**config.mk**
```make
export PLATFORM = sky130hd
export DESIGN_NAME = leading_trailing_blank_converter
export DESIGN_NICKNAME = d
export VERILOG_FILES = /design/src/rtl/core/lbc_pkg.sv /design/src/rtl/core/leading_trailing_blank_converter.sv
export SDC_FILE = /design/constraint.sdc
export NUM_CORES = 1
export LEC_CHECK = 0
export BUFFER_PORTS_ARGS = -buffer_cell sky130_fd_sc_hd__buf_4
export CAP_MARGIN = 10
export CORE_AREA = 3 3 131 133
export CTS_CLUSTER_DIAMETER = 50
export DETAILED_ROUTE_END_ITERATION = 12
export DIE_AREA = 0 0 134 136
export GPL_ROUTABILITY_DRIVEN = 0
export GPL_TIMING_DRIVEN = 0
export PLACE_DENSITY = 0.75
export SETUP_SLACK_MARGIN = 0.1
export SKIP_CTS_REPAIR_TIMING = 1
export SYNTH_ARGS = -nofsm -noshare
export SYNTH_HDL_FRONTEND = slang
export SYNTH_SLANG_ARGS = --single-unit
```
**constraint.sdc**
```tcl
create_clock -name clk -period 4.7 [get_ports clk]
set_clock_uncertainty 0.1 [all_clocks]
set_input_delay 0.235 -clock clk [delete_from_list [all_inputs] [get_ports clk]]
set_output_delay 0.235 -clock clk [all_outputs]
set_load 0.01 [all_outputs]
```
**src/rtl/core/lbc_pkg.sv**
```systemverilog
`timescale 1ns / 1ps
package lbc_pkg;

  localparam logic [7:0] CH_TAB   = 8'h09;
  localparam logic [7:0] CH_LF    = 8'h0A;
  localparam logic [7:0] CH_CR    = 8'h0D;
  localparam logic [7:0] CH_SPACE = 8'h20;

  localparam int REPEAT_W = 20;
  localparam logic [REPEAT_W-1:0] REPEAT_MAX = '1;

  localparam int RUN_BITS_DEF = 16;
  localparam int TW_W         = 5;
  localparam logic [TW_W-1:0] TW_MAX = 5'd16;

  localparam int CFG_IDX_W  = 3;
  localparam int CFG_DATA_W = 5;

  localparam logic [CFG_IDX_W-1:0] REG_TO_TAB     = 3'd0;
  localparam logic [CFG_IDX_W-1:0] REG_TAB_WIDTH  = 3'd1;
  localparam logic [CFG_IDX_W-1:0] REG_CONV_HEAD  = 3'd2;
  localparam logic [CFG_IDX_W-1:0] REG_CONV_TAIL  = 3'd3;
  localparam logic [CFG_IDX_W-1:0] REG_FORCE_BLNK = 3'd4;

  localparam logic KIND_DATA = 1'b0;
  localparam logic KIND_EOS  = 1'b1;

endpackage

```
**src/rtl/core/leading_trailing_blank_converter.sv**
```systemverilog
`timescale 1ns / 1ps
// Leading/trailing blank converter for a text byte stream.
// Input channel (in_valid/in_stall): kind selects a data byte or an
// end-of-stream flush; data_byte carries the text byte.
// Output channel (out_valid/out_stall): (out_byte, repeat_res) pairs, with
// last set on the final result of each input request. A request yields at
// most two results: the pending blank run, then the byte itself.
// Configuration: cfg_we/cfg_index/cfg_data write one register per cycle; the user
// must write only while the block is idle, which the block itself leaves unchecked.
// Sequencing: a blank byte only extends the pending run and yields nothing.
// Any other request produces its results in turn, after one multiply for a run
// converted to spaces, or after the one-bit-per-cycle restoring divider for a
// run converted to tabs.
// in_stall stays high from acceptance until the last result sits in the
// output register, so the next request can enter while it waits there.
// When the receiver stalls, the output register holds its result and the
// sequencer waits for it before loading the next result.
// Reset (rst, synchronous) restores the register defaults, returns to line
// start with an empty run and drops any pending output.
module leading_trailing_blank_converter
  import lbc_pkg::*;
#(
  parameter int RUN_BITS = RUN_BITS_DEF
) (
  input  logic                  clk,
  input  logic                  rst,
  input  logic                  in_valid,
  output logic                  in_stall,
  input  logic                  kind,
  input  logic [7:0]            data_byte,
  output logic                  out_valid,
  input  logic                  out_stall,
  output logic [7:0]            out_byte,
  output logic [REPEAT_W-1:0]   repeat_res,
  output logic                  last,
  input  logic                  cfg_we,
  input  logic [CFG_IDX_W-1:0]  cfg_index,
  input  logic [CFG_DATA_W-1:0] cfg_data
);

  localparam int DW    = RUN_BITS + 1;
  localparam int PW    = RUN_BITS + TW_W;
  localparam int CW    = (PW > REPEAT_W) ? PW : REPEAT_W;
  localparam int CNT_W = $clog2(DW);

  localparam logic [2:0] ST_IDLE = 3'd0;
  localparam logic [2:0] ST_MUL  = 3'd1;
  localparam logic [2:0] ST_DIV  = 3'd2;
  localparam logic [2:0] ST_RUN  = 3'd3;
  localparam logic [2:0] ST_BYTE = 3'd4;

  logic            to_tab, conv_head, conv_tail, force_blank;
  logic [TW_W-1:0] tab_width;
  logic [TW_W-1:0] w_eff;

  logic [2:0]          state;
  logic                in_body;
  logic [RUN_BITS-1:0] run_count;
  logic                has_byte;
  logic                body_next;
  logic                conv_sel;
  logic [7:0]          byte_q;
  logic [PW-1:0]       rep_acc;
  logic [DW-1:0]       dvd;
  logic [TW_W-1:0]     rem;
  logic [CNT_W-1:0]    cnt;

  logic                accept, out_free, out_load;
  logic [7:0]          blank;
  logic                end_conv, conv;
  logic [TW_W:0]       trial;
  logic                qbit;
  logic [TW_W-1:0]     rem_next;
  logic [DW-1:0]       dvd_next;
  logic [CW-1:0]       rep_wide;
  logic [REPEAT_W-1:0] rep_sat;

  assign in_stall = (state != ST_IDLE);
  assign accept   = in_valid && !in_stall;
  assign out_free = !out_valid || !out_stall;
  assign out_load = ((state == ST_RUN) || (state == ST_BYTE)) && out_free;

  always_comb begin
    if (tab_width == '0) begin
      w_eff = TW_W'(1);
    end else if (tab_width > TW_MAX) begin
      w_eff = TW_MAX;
    end else begin
      w_eff = tab_width;
    end
  end

  assign blank    = to_tab ? CH_SPACE : CH_TAB;
  assign end_conv = in_body ? conv_tail : (conv_head && force_blank);

  // One restoring-division step: quotient bits shift into the dividend.
  assign trial    = {rem, dvd[DW-1]};
  assign qbit     = (trial >= {1'b0, w_eff});
  assign rem_next = qbit ? TW_W'(trial - {1'b0, w_eff}) : trial[TW_W-1:0];
  assign dvd_next = {dvd[DW-2:0], qbit};

  assign rep_wide = CW'(rep_acc);
  assign rep_sat  = (rep_wide > CW'(REPEAT_MAX)) ? REPEAT_MAX : rep_wide[REPEAT_W-1:0];

  always_ff @(posedge clk) begin
    if (rst) begin
      to_tab      <= 1'b1;
      tab_width   <= TW_W'(4);
      conv_head   <= 1'b1;
      conv_tail   <= 1'b0;
      force_blank <= 1'b0;
    end else if (cfg_we) begin
      unique case (cfg_index)
        REG_TO_TAB:     to_tab      <= cfg_data[0];
        REG_TAB_WIDTH:  tab_width   <= cfg_data[TW_W-1:0];
        REG_CONV_HEAD:  conv_head   <= cfg_data[0];
        REG_CONV_TAIL:  conv_tail   <= cfg_data[0];
        REG_FORCE_BLNK: force_blank <= cfg_data[0];
        default: ;
      endcase
    end
  end

  always_comb begin
    if (kind == KIND_EOS || data_byte == CH_CR || data_byte == CH_LF) begin
      conv = end_conv;
    end else begin
      conv = !in_body && conv_head;
    end
  end

  always_ff @(posedge clk) begin
    if (rst) begin
      state     <= ST_IDLE;
      in_body   <= 1'b0;
      run_count <= '0;
      out_valid <= 1'b0;
      has_byte  <= 1'b0;
      body_next <= 1'b0;
    end else begin
      if (out_load) begin
        out_valid <= 1'b1;
      end else if (out_valid && !out_stall) begin
        out_valid <= 1'b0;
      end
      unique case (state)
        ST_IDLE: begin
          if (accept) begin
            byte_q <= data_byte;
            if (kind == KIND_DATA && data_byte == blank) begin
              // saturate; extra blanks of a full run are dropped
              if (run_count != '1) begin
                run_count <= run_count + RUN_BITS'(1);
              end
            end else begin
              has_byte  <= (kind == KIND_DATA);
              body_next <= (kind == KIND_DATA) && data_byte != CH_CR && data_byte != CH_LF;
              conv_sel  <= conv;
              rep_acc   <= PW'(run_count);
              dvd       <= DW'(run_count) + DW'(w_eff) - DW'(1);
              rem       <= '0;
              cnt       <= '0;
              if (run_count == '0) begin
                if (kind == KIND_DATA) begin
                  state <= ST_BYTE;
                end else begin
                  in_body <= 1'b0;
                end
              end else if (!conv) begin
                state <= ST_RUN;
              end else if (to_tab) begin
                state <= ST_DIV;
              end else begin
                state <= ST_MUL;
              end
            end
          end
        end
        ST_MUL: begin
          rep_acc <= PW'(run_count) * PW'(w_eff);
          state   <= ST_RUN;
        end
        ST_DIV: begin
          dvd <= dvd_next;
          rem <= rem_next;
          cnt <= cnt + CNT_W'(1);
          if (cnt == CNT_W'(DW - 1)) begin
            rep_acc <= PW'(dvd_next);
            state   <= ST_RUN;
          end
        end
        ST_RUN: begin
          if (out_free) begin
            // converted runs change the character, plain runs keep the blank
            if (!conv_sel) begin
              out_byte <= blank;
            end else if (to_tab) begin
              out_byte <= CH_TAB;
            end else begin
              out_byte <= CH_SPACE;
            end
            repeat_res <= rep_sat;
            last       <= !has_byte;
            if (has_byte) begin
              state <= ST_BYTE;
            end else begin
              state     <= ST_IDLE;
              in_body   <= 1'b0;
              run_count <= '0;
            end
          end
        end
        ST_BYTE: begin
          if (out_free) begin
            out_byte   <= byte_q;
            repeat_res <= REPEAT_W'(1);
            last       <= 1'b1;
            state      <= ST_IDLE;
            in_body    <= body_next;
            run_count  <= '0;
          end
        end
        default: state <= ST_IDLE;
      endcase
    end
  end

  a_div_rem: assert property (@(posedge clk) disable iff (rst)
    state == ST_DIV |-> rem < w_eff)
    else $error("divider remainder reached tab width");

  a_rep_nonzero: assert property (@(posedge clk) disable iff (rst)
    out_valid |-> repeat_res != '0)
    else $error("result with zero repeat");

  a_byte_needs_data: assert property (@(posedge clk) disable iff (rst)
    state == ST_BYTE |-> has_byte)
    else $error("byte result for a flush request");

  a_run_cleared: assert property (@(posedge clk) disable iff (rst)
    (state == ST_IDLE && $past(state) != ST_IDLE) |-> run_count == '0)
    else $error("pending run left after results");

endmodule
```
---- After elaboration in Yosys (flattened, before gate mapping) ----
Index checks and enable logic that the tools add are counted.
storage, ports and cells
  output and inout port bits .............. 31
  memories kept ........................... 0
  ROM bits ................................ 0
  bits in latches ......................... 0
  memory bits (writable) .................. 0
  logic and storage cells ................. 156
  input bits .............................. 22
  register bits after elaboration ......... 118
operators by class
  mux-type cells .......................... 57
  reduce and logical (&&, ||, !) cells .... 41
  equality and inequality tests ........... 26
  bitwise gates (word level) .............. 3
  shift operators ......................... 0
  add/subtract/negate cells ............... 5
  div/mod/pow operators ................... 0
  multiply operators ...................... 1
  $lt $le $gt $ge ......................... 3
operators by type and width
  kind                                                  number
  two-way mux 16 bit                                    6
  two-way mux 21 bit                                    3
  one-hot mux 21 bit (3 select lines)                   1
  two-way mux 20 bit                                    3
  one-hot mux 16 bit (3 select lines)                   1
  one-hot mux 20 bit (2 select lines)                   1
  two-way mux 17 bit                                    2
  one-hot mux 17 bit (2 select lines)                   1
  two-way mux 5 bit                                     5
  two-way mux 3 bit                                     8
  > comparator 21 x 20 -> 1 bit, second input constant  1
  multiplier 16 x 5 -> 21 bit                           1
  != test 2 bit, second input constant                  10
  one-hot mux 5 bit (2 select lines)                    2
  two-way mux 6 bit                                     3
  adder 16 x 5 -> 17 bit                                1
  subtractor 17 x 1 -> 17 bit, second input constant    1
  adder 16 x 1 -> 16 bit, second input constant         1
  == test 8 x 4 -> 1 bit, second input constant         2
  zero test 16 bit                                      1
  two-way mux 8 bit                                     2
  != test 16 bit, second input constant                 1
  != test 8 x 4 -> 1 bit, second input constant         2
  one-hot mux 8 bit (2 select lines)                    1
  30 further kinds                                      76

---- Depth between registers and ports, before layout ----
Gate-level depths: netlist of the first run.
  depth in word-level cells ............... 9
  gate-level depth with buffers ........... 18
  mapped depth without buffers ............ 17

---- Least setup slack after synthesis of the first run ----
Ideal clock, no wire load.
  path type ............................... register to register
  from .................................... register tab_width[4]
  to ...................................... register rep_acc[20], data pin
  library setup time ...................... 146 ps
  path buffers ............................ 1
  arrival time ............................ 4481 ps
  stages on the path, launching flop included .. 18
  setup slack ............................. -28 ps
  path through ............................ dfxtp_1 -> nor2b_1 -> inv_1 -> buf_1 -> nor2_1 -> fa_1 -> fa_1 -> inv_1 -> fa_1 -> inv_1 -> ha_1 -> a21o_1 -> a21o_1 -> a21o_1 -> a221o_1 -> a21o_1 -> or3_1 -> a21oi_1
on the way
  word-level cells in the longest chain between the ends .. 5
  elaborated cells on any way between the ends .. 6
ends and longest elaborated chain
  element                                  line                                     RTL
  from (decl)                              leading_trailing_blank_converter.sv:53   logic [TW_W-1:0] tab_width;
  from (signal assigned)                   leading_trailing_blank_converter.sv:115  REG_TAB_WIDTH: tab_width <= cfg_data[TW_W-1:0];
  > comparator 5 bit                       leading_trailing_blank_converter.sv:86   end else if (tab_width > TW_MAX) begin
  two-way mux 5 bit                        leading_trailing_blank_converter.sv:86
  two-way mux 5 bit (*)                    leading_trailing_blank_converter.sv:84   if (tab_width == '0) begin
  multiplier 16 x 5 -> 21 bit (*)          leading_trailing_blank_converter.sv:180  rep_acc <= PW'(run_count) * PW'(w_eff);
  one-hot mux 21 bit (3 select lines) (*)  leading_trailing_blank_converter.sv:146  unique case (state)
  to (signal assigned)                     leading_trailing_blank_converter.sv:159  rep_acc <= PW'(run_count);
  to (signal assigned)                     leading_trailing_blank_converter.sv:180
  to (signal assigned)                     leading_trailing_blank_converter.sv:188  rep_acc <= PW'(dvd_next);
  to (decl)                                leading_trailing_blank_converter.sv:63   logic [PW-1:0] rep_acc;
Mark *: on every way between the ends. The rest lies on a longest branch, timed or not.
A chain may end at the register's enable or synchronous reset.

---- Worst setup path in the final report of the first run ----
  from .................................... register tab_width[4]
  to ...................................... register rep_acc[14], data pin
Same word-level chain as after synthesis.

==> results by group, run 1 <==
Global route
  • First-pass GRT wire length: 34,200 um
  • Tot GR Track Use: 23.9%
  • Vias in the first global route: roughly 6.7k
  • Initial antenna violation count: 0
  • GR Overflow Total: 0
  • Pin count of the biggest net entering global routing: 17

Clocking
  • TritonCTS buffer count: 17
  • H-Tree Depth: 4
  • CTS Buffer Depth: 2
  • Clock Sinks: about 120
  • CTS tree: yes
  • Clock transition at the registers of the reported paths: 0.06 ns
  • Worst-skew pair later-pin latency: approximately 0.42 ns
  • Root Buffer Master: clkbuf_16

Worst setup path
  • Slowest cell on crit path: fa_1
  • CP top delay family: adder cells
  • WP data required: 4.73 ns
  • Critical path's largest stage delay: 0.56 ns
  • Crit Path Max Fanout: 11
  • CP Cell Sequence: clkinvlp_4 -> buf_12 -> nor2_1 -> fa_1 -> fa_1 -> inv_1 -> fa_1 -> inv_1 -> ha_4 -> a21o_1 -> a2111oi_4 -> o21ai_4 -> a41oi_2 -> xor2_1 -> o211ai_1
  • CP arrival: 4.54 ns
  • Startpoint type of the worst setup path: register
  • Critical path's most frequent cell: fa_1
  • Worst R2R Setup Slack: 0.19 ns
  • Worst setup EP type: register
  • Crit path kind: register to register
  • WP buf/inv: 4

Detailed routing
  • Via count: 7,171
  • TritonRoute pass-1 iters: 5
  • Post-DRT Antenna Nets: 0
  • First-iteration detailed-routing DRC count: 701
  • Wirelength, routed: 21,800 um
  • Drt drc: 0
  • Vias/cell: 5.60
  • Average wire per standard cell: between 15 and 20 um

Floorplan
  • Die width: 134 um
  • Die Footprint: about 18,000 sq um
  • Die height: 136 um
  • Boundary pin count: 53
  • Initial cell density of the core: between 50% and 60%
  • Core ar.: 15,900 sq um
  • # rows: 46

Cells and area
  • Share of post-route cells with drive strength above 1: 16.6%
  • Syn-to-layout area delta: 21.2%
  • Multi-input gate area: 5230 sq um
  • N_diodes: 0
  • Nets@finish: 1,195
  • Design area: 10,600 sq um
  • Most common cell after layout, fill and taps aside: nor2_1
  • Most frequent cells in the layout: 159 x nor2_1, 96 x inv_1, 86 x edfxtp_1, 76 x nand2_1, 75 x buf_4
  • Area occupied by registers: around 3200 sq um
  • FILL cells: about 1.2k

Power and ir drop
  • Max rail drop VDD: 0.248 mV
  • Pwr Total: 0.00276 W
  • Pleak: about 4.5 nW
  • Power per cell area: 260 nW/um^2

Timing
  • Slew margin rel.: 35.8%
  • Fin crit period: 4.51 ns
  • Worst slew pin tran: between 0.9 and 1 ns
  • RSZ-0062 raised after global routing: true
  • Final Max Slew Viols: 0
  • Worst hold slack: 0.0639 ns
  • Fmax: between 200 and 250 MHz
  • Final period util: between 90 and 100%
  • Final setup vio count: 0
  • Hold Fails Final Rpt: 0
  • Setup TNS: 0 ns

Place
  • Placement Cell Area: 9490 sq um
  • PortBufs: 51
  • Placed wire-length estimate: roughly 16,000 um

Yosys
  • Main synth FF type: edfxtp_1
  • Post-Synthesis Cell Area: 8760 sq um
  • Synth warn: 0
  • Register bit total from synthesis: around 120
  • Netlist cell types: 65
  • Largest area contributor in the netlist: edfxtp_1
  • Sequential-to-total area share from yosys stat: 36.8%
  • Post-Synthesis Cells: 942
  • Post-synth net total: 1,086
  • Syn_area_per_cell: 9.30 sq um
  • Post-synthesis async set-or-reset flop share: 0%
  • Ranking of synthesized cells by area: edfxtp_1 29%, ha_1 11%, fa_1 10%
  • Share of the synthesized area in the top cell type: a little under 30%
  • Number of synthesized flops with an enable pin: 86

Status
  • Outcome: completed

Worst hold path
  • HP Class: input pin to register

Flow run
  • MaxCap Viol Count: 0
[through the flow]
| stage | utilization (%) | std cells | setup WS [ns] |
|---|---|---|---|
| 2_1_floorplan | - | 942 | 0.104 |
| 3_3_place_gp | 59.1 | 1209 | -0.797 |
| 3_5_place_dp | 59.5 | 1215 | -0.815 |
| 4_1_cts | 63.2 | 1247 | -0.833 |
| 5_1_grt | 66.6 | 1280 | 0.0411 |
| 6_report | 66.6 | 1280 | 0.188 |
[cells by family (layout without fill, tap and decap cells)]
logic type,after synthesis,in the layout,share of synthesized area (%)
xor gates and xnor gates,40,40,4.00
muxes,9,9,1.03
adders and majority gates,122,122,21.2
DFF,118,118,36.8
AOI/OAI and AO/OA,168,168,12.8
and+or+nand+nor,349,349,18.3
buffers and inverters,136,258,5.88
[registers in the layout, indices dropped and copies added (netlist names), 8 cells and up]
name / cells
byte_q: 8
run_count: 16
rep_acc: 21
dvd: 17
out_byte: 8
repeat_res: 20
[Yosys cell counts (all sizes together), types with 3 or more instances]
cell type  number
o21a            3
and4bb          3
a311oi          4
fa             44
nand2          77
mux2i           9
o211ai         12
clkbuf         25
nor4            4
inv           102
a21o           19
a21oi          43
o21ai          42
nand3b          3
nand4           9
nor2b           9
nor2          166
xor2           16
nor3           17
edfxtp         86
and2            7
nand2b          5
dfxtp          32
o311ai          5
a211o           3
a21boi          4
o31ai           4
buf             7
ha             78
o21bai          5
and3           10
nor3b           6
and4            3
or3             4
and3b           4
a211oi          5
xnor2          24
nand3          17
a31oi           3
[power by group]
group | leakage (nW) | switching [W] | internal, W
Clock | 0.279 | 0.000487 | 0.000780
Combinational | 3.19 | 0.000170 | 0.000122
Sequential | 1.07 | 0.0000203 | 0.00118
Total | 4.54 | 0.000677 | 0.00208
[path summary, 6_finish.rpt]
| path | depth (start not counted) | start | end |
|---|---|---|---|
| hold / removal | 4 | kind | has_byte$_SDFFE_PP0P_ |
| hold reg to reg | 2 | body_next$_SDFFE_PP0P_ | body_next$_SDFFE_PP0P_ |
| setup / recovery | 15 | tab_width[4]$_SDFFE_PP0P_ | rep_acc[14]$_DFFE_PP_ |
| setup reg to reg | 15 | tab_width[4]$_SDFFE_PP0P_ | rep_acc[14]$_DFFE_PP_ |
[metal layers]
layer	track usage, %	vias up	wire length [um]
li1	-	3450	-
met1	32.5	3381	9370
met2	38.0	295	10300
met3	4.07	45	1550
met4	10.4	0	631
met5	0	-	0
[cell type report]
cell class                      count  share of cell area (%)
Multi-Input combinational cell    688                    49.3
Sequential cell                   118                    30.5
Timing Repair Buffer               90                    6.78
Clock buffer                       17                    4.01
Inverter                          104                    3.83
Tap cell                          216                    2.55
Buffer                             32                    1.60
Clock inverter                     15                    1.45
[worst reg2reg max path: stages, from the launching register on]
cell	delay (ns)
dfxtp_4	0.42
clkinvlp_4	0.17
buf_12	0.18
nor2_1	0.12
fa_1	0.47
fa_1	0.56
inv_1	0.06
fa_1	0.52
inv_1	0.06
ha_4	0.25
a21o_1	0.22
a2111oi_4	0.39
o21ai_4	0.14
a41oi_2	0.19
xor2_1	0.25
o211ai_1	0.14
Power figures use the tool's default switching activity.
==> run 2: changes to the inputs <==
--- a/config.mk
+++ b/config.mk
@@ -8,6 +8,7 @@
 export BUFFER_PORTS_ARGS = -buffer_cell sky130_fd_sc_hd__buf_4
 export CAP_MARGIN = 10
 export CORE_AREA = 3 3 131 133
+export CTS_BUF_LIST = sky130_fd_sc_hd__clkbuf_4
 export CTS_CLUSTER_DIAMETER = 50
 export DETAILED_ROUTE_END_ITERATION = 12
 export DIE_AREA = 0 0 134 136
==> results by group, run 2 (synthesis results as in run 1) <==
Power and ir drop
  • Max rail drop VDD: 0.129 mV
  • Pwr Total: 0.00224 W
  • Pleak: 4.44 nW
  • Power per cell area: approximately 220 nW/um^2

Worst setup path
  • Slowest cell on crit path: fa_1
  • Worst setup EP type: register
  • CP arrival: 4.72 ns
  • WP data required: 4.87 ns
  • Critical path's largest stage delay: approximately 0.56 ns
  • Critical path's most frequent cell: fa_1
  • Crit Path Max Fanout: 8
  • CP top delay family: adder cells
  • Startpoint type of the worst setup path: register
  • WP buf/inv: 4
  • Crit path kind: register to register
  • CP Cell Sequence: clkinvlp_4 -> buf_12 -> nor2_1 -> fa_1 -> fa_1 -> inv_1 -> fa_1 -> inv_1 -> ha_4 -> a21o_1 -> a2111oi_4 -> o21ai_4 -> a41oi_2 -> xor2_1 -> o211ai_1

Detailed routing
  • TritonRoute pass-1 iters: 5
  • Wirelength, routed: ~22,000 um
  • Via count: 7,254
  • First-iteration detailed-routing DRC count: 680
  • Vias/cell: between 5 and 6
  • Average wire per standard cell: 17.1 um
  • Drt drc: 0
  • Post-DRT Antenna Nets: 0

Cells and area
  • Max FFs per register: 21
  • Top flop regs: rep_acc: 21 flops, repeat_res: 20 flops, dvd: 17 flops
  • FILL cells: 1,246
  • Most frequent cells in the layout: 159 x nor2_1, 99 x inv_1, 86 x edfxtp_1, 76 x nand2_1, 76 x buf_4
  • Syn-to-layout area delta: 18.7%
  • Final Non-Filler Cells: 1,289
  • Nets@finish: approximately 1.2k
  • Largest reg by FF count: rep_acc
  • Share of post-route cells with drive strength above 1: 16.6%
  • Most common cell after layout, fill and taps aside: nor2_1

Floorplan
  • # rows: 46
  • Boundary pin count: 53
  • Core ar.: 15,900 sq um
  • Die height: 136 um
  • Die width: 134 um
  • Die Footprint: 18,200 sq um
  • Initial cell density of the core: 54.9%

Timing
  • Final Max Slew Viols: 0
  • Fmax: between 200 and 250 MHz
  • RSZ-0062 raised after global routing: false
  • Slew margin rel.: 33.9%
  • Setup TNS: 0 ns
  • Final setup vio count: 0
  • Worst slew pin tran: 0.984 ns
  • Hold Fails Final Rpt: 1
  • Worst hold slack: -0.0105 ns
  • Final period util: between 90% and 100%
  • Fin crit period: 4.55 ns

Clocking
  • H-Tree Depth: 4
  • Root Buffer Master: clkbuf_4
  • Clock Sinks: 118
  • CTS Buffer Depth: 2
  • Clock transition at the registers of the reported paths: approximately 0.12 ns
  • Worst-skew pair later-pin latency: 0.55 ns
  • TritonCTS buffer count: 17
  • CTS tree: yes

Status
  • Failing checks: negative hold slack
  • Outcome: finished, violations left

Place
  • Placed wire-length estimate: 16,500 um
  • Placed Cells: about 1.2k
  • PortBufs: 51

Worst hold path
  • HP Class: input pin to register

Global route
  • Vias in the first global route: between 6k and 7k
  • First-pass GRT wire length: 33,700 um
  • GR Overflow Total: 0
  • Initial antenna violation count: 1
  • Pin count of the biggest net entering global routing: 17
  • Tot GR Track Use: 23.8%

Flow run
  • MaxCap Viol Count: 0
==> run 2: changes by cell type in the layout (fill, tap and decap cells not counted), sizes merged <==
cell / delta
diode: +1
dlygate4sd3: +7
buf: +1
==> run 2: area by class of cell <==
cell class                 count  area [sq um]  area share [%]
antenna                        1          2.50          0.0241
buffer                        32           175            1.68
clock buffer                  17           128            1.23
clock inverter                15           154            1.48
inverter                     104           407            3.91
multi-input combinational    688          5220            50.2
sequential                   118          3240            31.2
tap                          216           270            2.60
timing repair buffer          98           797            7.66
==> run 2: tightest hold or removal path, cell delays in order <==
cell	delay, ns
buf_4	0.10
nor2_1	0.06
a21oi_1	0.15
o21bai_1	0.06
==> run 2: per-stage QoR <==
step | util [%] | setup slack [ns] | area, sq um
floorplan | - | 0.104 | 8760
global placement | 59.1 | -0.797 | 9420
detailed placement | 59.5 | -0.815 | 9490
CTS | 61.3 | -0.835 | 9770
global route | 65.2 | 0.0171 | 10400
finish | 65.2 | 0.152 | 10400
==> run 2: path summary, 6_finish.rpt <==
check                                               start                      to  slack, ns  cells past startpoint
worst max-delay path            tab_width[4]$_SDFFE_PP0P_   rep_acc[14]$_DFFE_PP_       0.15                     15
worst min-delay path                         cfg_index[0]     to_tab$_SDFFE_PP1P_      -0.01                      4
worst max register to register  tab_width[4]$_SDFFE_PP0P_   rep_acc[14]$_DFFE_PP_       0.15                     15
worst min register to register     body_next$_SDFFE_PP0P_  body_next$_SDFFE_PP0P_       0.41                      2
==> run 2: power breakdown <==
part | internal, W | leakage [nW] | total, W | switching (W)
clock | 0.000316 | 0.147 | 0.000744 | 0.000428
sequential | 0.00118 | 1.07 | 0.00120 | 0.0000203
combinational | 0.000125 | 3.22 | 0.000295 | 0.000170
==> run 2: routing by layer <==
| metal | global-route usage, % | vias up | wire length [um] |
|---|---|---|---|
| met5 | 0 | - | 0 |
| met4 | 12.2 | 0 | 836 |
| met3 | 4.29 | 60 | 1580 |
| met2 | 36.6 | 305 | 10300 |
| met1 | 32.4 | 3423 | 9320 |
| li1 | - | 3466 | - |
==> run 3: changes to the inputs <==
--- a/config.mk
+++ b/config.mk
@@ -7,14 +7,14 @@
 export LEC_CHECK = 0
 export BUFFER_PORTS_ARGS = -buffer_cell sky130_fd_sc_hd__buf_4
 export CAP_MARGIN = 10
-export CORE_AREA = 3 3 131 133
+export CORE_AREA = 5 5 133 135
 export CTS_BUF_LIST = sky130_fd_sc_hd__clkbuf_4
 export CTS_CLUSTER_DIAMETER = 50
 export DETAILED_ROUTE_END_ITERATION = 12
-export DIE_AREA = 0 0 134 136
+export DIE_AREA = 0 0 138 140
 export GPL_ROUTABILITY_DRIVEN = 0
 export GPL_TIMING_DRIVEN = 0
-export PLACE_DENSITY = 0.75
+export PLACE_DENSITY = 0.72
 export SETUP_SLACK_MARGIN = 0.1
 export SKIP_CTS_REPAIR_TIMING = 1
 export SYNTH_ARGS = -nofsm -noshare
==> constraint.sdc (replaced) <==
create_clock -name clk -period 4.3 [get_ports clk]
set_clock_uncertainty 0.1 [all_clocks]
set_input_delay 0.215 -clock clk [delete_from_list [all_inputs] [get_ports clk]]
set_output_delay 0.215 -clock clk [all_outputs]
set_load 0.01 [all_outputs]
==> results by group, run 3 (synthesis results as in run 1) <==
Detailed routing
  • Vias/cell: 5.69
  • Drt drc: 0
  • Average wire per standard cell: 17.7 um
  • Post-Route M1 WL: ~9800 um
  • Via count: 7,381
  • Top layer in use: met4
  • First-iteration detailed-routing DRC count: roughly 540
  • Routed length on met2: 10,700 um
  • TritonRoute pass-1 iters: 9
  • Metal3 WL: around 1500 um
  • Wirelength, routed: 22,900 um
  • Post-DRT Antenna Nets: 0

Cells and area
  • Max FFs per register: 21
  • Most common cell after layout, fill and taps aside: nor2_1
  • Design area: between 10,000 and 15,000 sq um
  • Nets@finish: 1,208
  • Most frequent cells in the layout: 149 x nor2_1, 94 x inv_1, 86 x edfxtp_1, 79 x buf_4, 75 x nand2_1
  • Share of post-route cells with drive strength above 1: 18.8%
  • Syn-to-layout area delta: 21.0%
  • Top flop regs: rep_acc: 21 flops, repeat_res: 20 flops, dvd: 17 flops
  • Largest reg by FF count: rep_acc

Floorplan
  • # rows: 47
  • Die Footprint: 19,300 sq um
  • Die height: 140 um
  • Die width: 138 um
  • Initial cell density of the core: between 50% and 60%
  • Core ar.: 16,300 sq um
  • Boundary pin count: 53

Timing
  • Final period util: 108%
  • Final Max Slew Viols: 0
  • Worst setup margin: -0.340 ns
  • Slew margin rel.: 30.3%
  • Fin crit period: 4.64 ns
  • Fmax: 216 MHz
  • Worst slew pin tran: 1.04 ns
  • Hold Fails Final Rpt: 0
  • Final setup vio count: 11
  • RSZ-0062 raised after global routing: true

Worst setup path
  • Critical path's largest stage delay: 0.55 ns
  • Worst setup EP type: register
  • CP Cell Sequence: clkinvlp_4 -> buf_12 -> nor2_2 -> fa_1 -> fa_1 -> inv_1 -> fa_1 -> inv_1 -> ha_1 -> a21o_1 -> a2111oi_4 -> o21ai_4 -> and4_4 -> or3_4 -> a21oi_2
  • Slowest cell on crit path: fa_1
  • Worst reg2reg startpoint: tab_width[4]$_SDFFE_PP0P_
  • WP data required: approximately 4.6 ns
  • Worst r2r path cells: 15
  • CP top delay family: adder cells
  • Worst R2R Setup Slack: -0.34 ns
  • CP arrival: 4.95 ns
  • Critical path's most frequent cell: fa_1
  • Worst reg2reg path endpoint: rep_acc[20]$_DFFE_PP_
  • Startpoint type of the worst setup path: register
  • Crit Path Max Fanout: 10
  • WP buf/inv: 4
  • Crit path kind: register to register

Status
  • Outcome: finished, violations left
  • Failing checks: negative setup slack

Global route
  • First-pass GRT wire length: 35,200 um
  • Tot GR Track Use: between 20% and 30%
  • Initial antenna violation count: 1
  • GR Overflow Total: 0
  • Vias in the first global route: 6,801
  • Pin count of the biggest net entering global routing: 17

Power and ir drop
  • Pwr Total: 0.00252 W
  • Pleak: between 4 and 5 nW
  • Max rail drop VDD: 0.194 mV
  • Power per cell area: 238 nW/um^2

Place
  • Placement Cell Area: between 9000 and 10,000 sq um
  • Placed wire-length estimate: 16,600 um
  • Setup WS pre-CTS: -0.729 ns
  • PortBufs: 51

Worst hold path
  • Hold depth: 2
  • Worst hold start: rst
  • End of the worst hold path: run_count[2]$_SDFFE_PP0P_
  • HP Class: input pin to register

Clocking
  • Clock Sinks: 118
  • Clock transition at the registers of the reported paths: about 0.11 ns
  • CTS Buffer Depth: 2
  • Worst-skew pair later-pin latency: 0.57 ns
  • Root Buffer Master: clkbuf_4
  • H-Tree Depth: 4
  • TritonCTS buffer count: 17
  • CTS tree: yes

Flow run
  • MaxCap Viol Count: 0
## run 3: metrics by stage
stage               cells  TNS, ns  util (%)  hold WS (ns)
floorplan             942        0         -         0.214
global placement     1213   -47.25      58.3         0.310
detailed placement   1219    -3.99      58.7         0.307
CTS                  1251    -4.35      60.5        -0.294
global route         1298    -3.98      64.8        0.0109
finish               1298    -2.38      64.8       0.00672
## run 3: layout make-up
type                       count  area, sq um
antenna                        1         2.50
buffer                        32          168
clock buffer                  17          128
clock inverter                15          178
fill                        1333         5750
inverter                     104          404
multi-input combinational    688         5360
sequential                   118         3230
tap                          220          275
timing repair buffer         103          851
## run 3: layer usage
layer / vias to the layer above / GRT usage (%)
li1: 3490 / -
met1: 3559 / 30.1
met2: 277 / 36.2
met3: 55 / 5.32
met4: 0 / 8.79
met5: - / 0
## run 3: power breakdown
group / switching [W] / internal [W] / total [W]
registers: 0.0000225 / 0.00129 / 0.00131
logic: 0.000189 / 0.000140 / 0.000329
clock network: 0.000473 / 0.000406 / 0.000879
total: 0.000685 / 0.00184 / 0.00252
## run 3: worst max-delay path by stage
stage	start	end	slack, ns	depth (start not counted)
global route	tab_width[4]$_SDFFE_PP0P_	rep_acc[20]$_DFFE_PP_	-0.46	15
CTS	run_count[5]$_SDFFE_PP0P_	rep_acc[13]$_DFFE_PP_	-0.76	15
floorplan	tab_width[4]$_SDFFE_PP0P_	rep_acc[20]$_DFFE_PP_	0.11	15
global placement	to_tab$_SDFFE_PP1P_	dvd[12]$_DFFE_PP_	-1.46	4
detailed placement	run_count[5]$_SDFFE_PP0P_	rep_acc[13]$_DFFE_PP_	-0.73	15
finish	tab_width[4]$_SDFFE_PP0P_	rep_acc[20]$_DFFE_PP_	-0.34	15
## run 3: worst register-to-register path: stages, from the launching register on
cell	delay, ns
dfxtp_4	0.42
clkinvlp_4	0.18
buf_12	0.19
nor2_2	0.11
fa_1	0.45
fa_1	0.55
inv_1	0.06
fa_1	0.53
inv_1	0.04
ha_1	0.31
a21o_1	0.23
a2111oi_4	0.53
o21ai_4	0.14
and4_4	0.23
or3_4	0.32
a21oi_2	0.13
